<file path="src/rtl/afc_pkg.sv">
// shared types and constants of the box frustum cull unit
// plane record, pipeline enable group, field widths and operation codes
// no dependencies
package afc_pkg;

	localparam int COORD_W = 32;
	localparam int EXT_W   = 31;
	localparam int SLOT_W  = 3;
	localparam int COUNT_W = 3;
	localparam int FRAC_W  = 16;
	localparam int PROD_W  = 64;
	localparam int HPROD_W = COORD_W + EXT_W;
	// six products of at most 2^62 each plus the shifted offset stay below 2^65
	localparam int SUM_W   = 67;

	localparam logic [COUNT_W-1:0] PLANE_COUNT_RST = 3'd6;

	localparam logic OP_LOAD = 1'b0;
	localparam logic OP_TEST = 1'b1;

	typedef logic [2:0][COORD_W-1:0] vec_t;
	typedef logic [2:0][EXT_W-1:0] ext_t;

	typedef struct packed {
		vec_t               n;
		logic [COORD_W-1:0] d;
	} plane_t;

	typedef struct packed {
		logic en_s2;
		logic en_s3;
		logic en_s4;
		logic en_s5;
	} pipe_ctl_t;

endpackage

</file>
<file path="src/rtl/afc_plane_store.sv">
// plane register file: one normal and offset per slot, cleared at reset
// depends on afc_pkg
module afc_plane_store #(
	parameter int MAX_PLANES = 6
) (
	input  logic                         clk,
	input  logic                         arst_n,
	input  logic                         wr_en,
	input  logic [afc_pkg::SLOT_W-1:0]   wr_slot,
	input  afc_pkg::plane_t              wr_plane,
	output afc_pkg::plane_t              planes [MAX_PLANES]
);

	afc_pkg::plane_t plane_q [MAX_PLANES];

	for (genvar k = 0; k < MAX_PLANES; k++) begin : g_slot
		// slots at or above the depth never match and are dropped
		always_ff @(posedge clk or negedge arst_n) begin
			if (!arst_n) begin
				plane_q[k] <= '0;
			end else if (wr_en && wr_slot == afc_pkg::SLOT_W'(k)) begin
				plane_q[k] <= wr_plane;
			end
		end
		assign planes[k] = plane_q[k];
	end

endmodule

</file>
<file path="config.mk">
export PLATFORM = sky130hd
export DESIGN_NAME = afc_plane_store
export DESIGN_NICKNAME = d
export VERILOG_FILES = /design/src/rtl/afc_pkg.sv /design/src/rtl/afc_plane_store.sv
export SDC_FILE = /design/constraint.sdc
export NUM_CORES = 1
export LEC_CHECK = 0
export BUFFER_PORTS_ARGS = -buffer_cell sky130_fd_sc_hd__buf_4
export CORE_AREA = 2 2 348 350
export DETAILED_ROUTE_END_ITERATION = 7
export DIE_AREA = 0 0 350 352
export PLACE_DENSITY = 0.54
export SYNTH_ARGS = -nofsm -noshare
export SYNTH_HDL_FRONTEND = slang
export SYNTH_SLANG_ARGS = --single-unit
</file>
<file path="constraint.sdc">
create_clock -name clk -period 1.9 [get_ports clk]
set_clock_uncertainty 0.05 [all_clocks]
set_input_delay 0.285 -clock clk [delete_from_list [all_inputs] [get_ports clk]]
set_output_delay 0.285 -clock clk [all_outputs]
set_load 0.01 [all_outputs]
</file>
==> summary.txt <==
Status
  • Outcome: completed

Drt
  • ANT nets after route: 0
  • WL final: 93800 µm
  • DR iter-0 viols: 724
  • Routed vias: 18.5k
  • Drt first pass iters: 4
  • Vias per inst: 4.16
  • Wire per inst: 21.0 µm
  • Drc violations: 0

STA
  • Final critical-path share of the clock period: 83.6%
  • Slew at the pin closest to its max-slew limit: 0.590 ns
  • Pins over their slew limit: 0
  • Max_slew headroom: 60.7%
  • Final hold slack: 0.111 ns
  • Final TNS setup: 0 ns
  • Min Tclk post-route: 1.59 ns
  • Maximum clock frequency: 630 MHz
  • Final setup violation count: 0
  • RSZ-0062 raised after global routing: false
  • Final worst setup slack: 0.312 ns
  • Final Hold Vio Count: 0

Placement
  • Placed cell count: 4171
  • Place WS: 0.0363 ns
  • Final GP Congestion: 0.772
  • I/O Buffers: 901
  • Post-DP HPWL: 69100 µm

Synth
  • Mapped Avg Cell Area: 17.6 µm²
  • Post-synth top flop: dfrtp_1
  • Mapped Cells: 1626
  • Top cells by area, synth: dfrtp_1, mux2_2, buf_6, buf_4, buf_2
  • Synth top area share: 67.3%
  • Mapped cell area: 28600 µm²
  • Register area share after synthesis: 67.3%
  • Yosys top cell by area: dfrtp_1
  • Syn nets: 1760
  • Post-synth top cells: dfrtp_1, mux2_2, buf_4, buf_2, buf_6
  • Ys Warns: 0
  • Yosys reg bits: 768
  • Number of synthesized flops with an enable pin: 0
  • Synth cell types: 9
  • Post-synth ARST share: 100%

Critical path
  • R2R depth: 1
  • CP Depth: 1
  • Number of buffers and inverters on the critical path: 1
  • Critical Path Start: planes[650]
  • Worst path slowest cell: dfrtp_1
  • Crit end category: output pin
  • Max stage delay on crit path: 0.43 ns
  • CP top delay family: flip-flops
  • Cell Chain, Critical Path: buf_4
  • Crit Path Class: flip-flop to output pin
  • Worst EP required: 1.56 ns
  • RR Startpoint: planes[650]
  • Crit path launch type: flip-flop
  • CP max FO: 2
  • Worst Path Arrival: 1.25 ns

Floorplan
  • Boundary Pins: 902
  • Rows: 127
  • Die W: 350 µm
  • Core area: 119000 µm²
  • Die Y: 352 µm
  • Full die area: 123000 µm²
  • Starting Density: 23.9%

Power
  • PwrDens: 1240 nW/µm²
  • Pleak: 19.5 nW
  • Maximum vdd ir drop: 660 µV

Clock network
  • H-Tree Depth: 3
  • Total CTS buffers: 88
  • Hold Buf Count CTS: 129
  • Root Buffer: clkbuf_16
  • Clk_lat worst skew: 0.64 ns
  • Clk pin slew, worst setup/hold paths: 0.06 ns
  • CTS tree: yes
  • Postcts setup bufs: 0
  • CTS Buffer Depth: 3
  • PostCTS Resize Cnt: 0
  • CTS Sinks: 768

Final layout
  • Final Core Density: 35.5%
  • Fillcell total: 11.7k
  • Synthesis-to-finish area growth: 48.2%
  • Max reg flops: 768
  • # nets final: 2912
  • Non-Filler Instances: 4458
  • Layout cells sized above 1: 67.7%

GRT
  • Remaining global-route overflow: 0
  • Vias in the first global route: 19.2k
  • Largest net degree at the start of global routing: 80
  • First-pass GRT wire length: 137000 µm
  • GRT Resource Usage Total: 14.9%
  • Initial antenna violation count: 4

Worst hold path
  • Min-Delay Path Class: input port to async pin

Run
  • Max-cap violations: 0
-- cells in the final DEF (no fill, tap or decap), drive strengths merged --
master       instances
clkinv              14
bufinv               4
diode                4
clkinvlp             1
nand4b               2
dlygate4sd3        129
dfrtp              768
mux2               768
inv                  6
clkbuf             129
and4bb               3
nor4b                1
buf               1017
-- metal layers --
| metal | share of wire (%) | routed length (µm) | vias to the layer above | global-route usage, % |
|---|---|---|---|---|
| li1 | - | - | 8121 | - |
| met2 | 50 | 47100 | 612 | 25.5 |
| met5 | 0 | 0 | - | 0 |
| met3 | 7.3 | 6850 | 160 | 4.35 |
| met1 | 39 | 36400 | 9639 | 17.1 |
| met4 | 3.7 | 3510 | 0 | 6.38 |
-- layout make-up --
type                       count  area [µm²]  area share, %
clock buffer                 129        2570           6.06
sequential                   768       19200           45.4
multi-input combinational    774        8740           20.6
tap                         1612        2020           4.76
timing repair buffer        1146        9500           22.4
clock inverter                25         299          0.706
antenna                        4        10.0         0.0236
-- cell families after synthesis --
kind of cell	count (synthesis)	synth area share [%]
AND/OR/NAND/NOR	6	0.245
multiplexers	768	30.3
flip-flops	768	67.3
buffers and inverters	84	2.23
-- stage by stage --
stage	area [µm²]	total power (W)
after floorplan	28600	0.0271
after global placement	38200	0.0356
after detailed placement	38200	0.0358
after CTS	42300	0.0533
after global routing	42300	0.0549
final	42300	0.0524
-- worst paths after layout --
kind / to / slack, ns
max: planes[650] / 0.31
min: planes[39] / 0.11
max reg2reg: planes[650] / 1.03
min reg2reg: planes[28] / 0.45
max in group asynchronous: planes[297] / 0.74
min in group clk: planes[714] / 0.17
-- where the power goes --
group          leakage [nW]  switching, W  internal, W
clock                  1.42       0.00702      0.00992
sequential             9.22       0.00193       0.0200
combinational          8.83       0.00602      0.00757
Power figures use the tool's default switching activity.
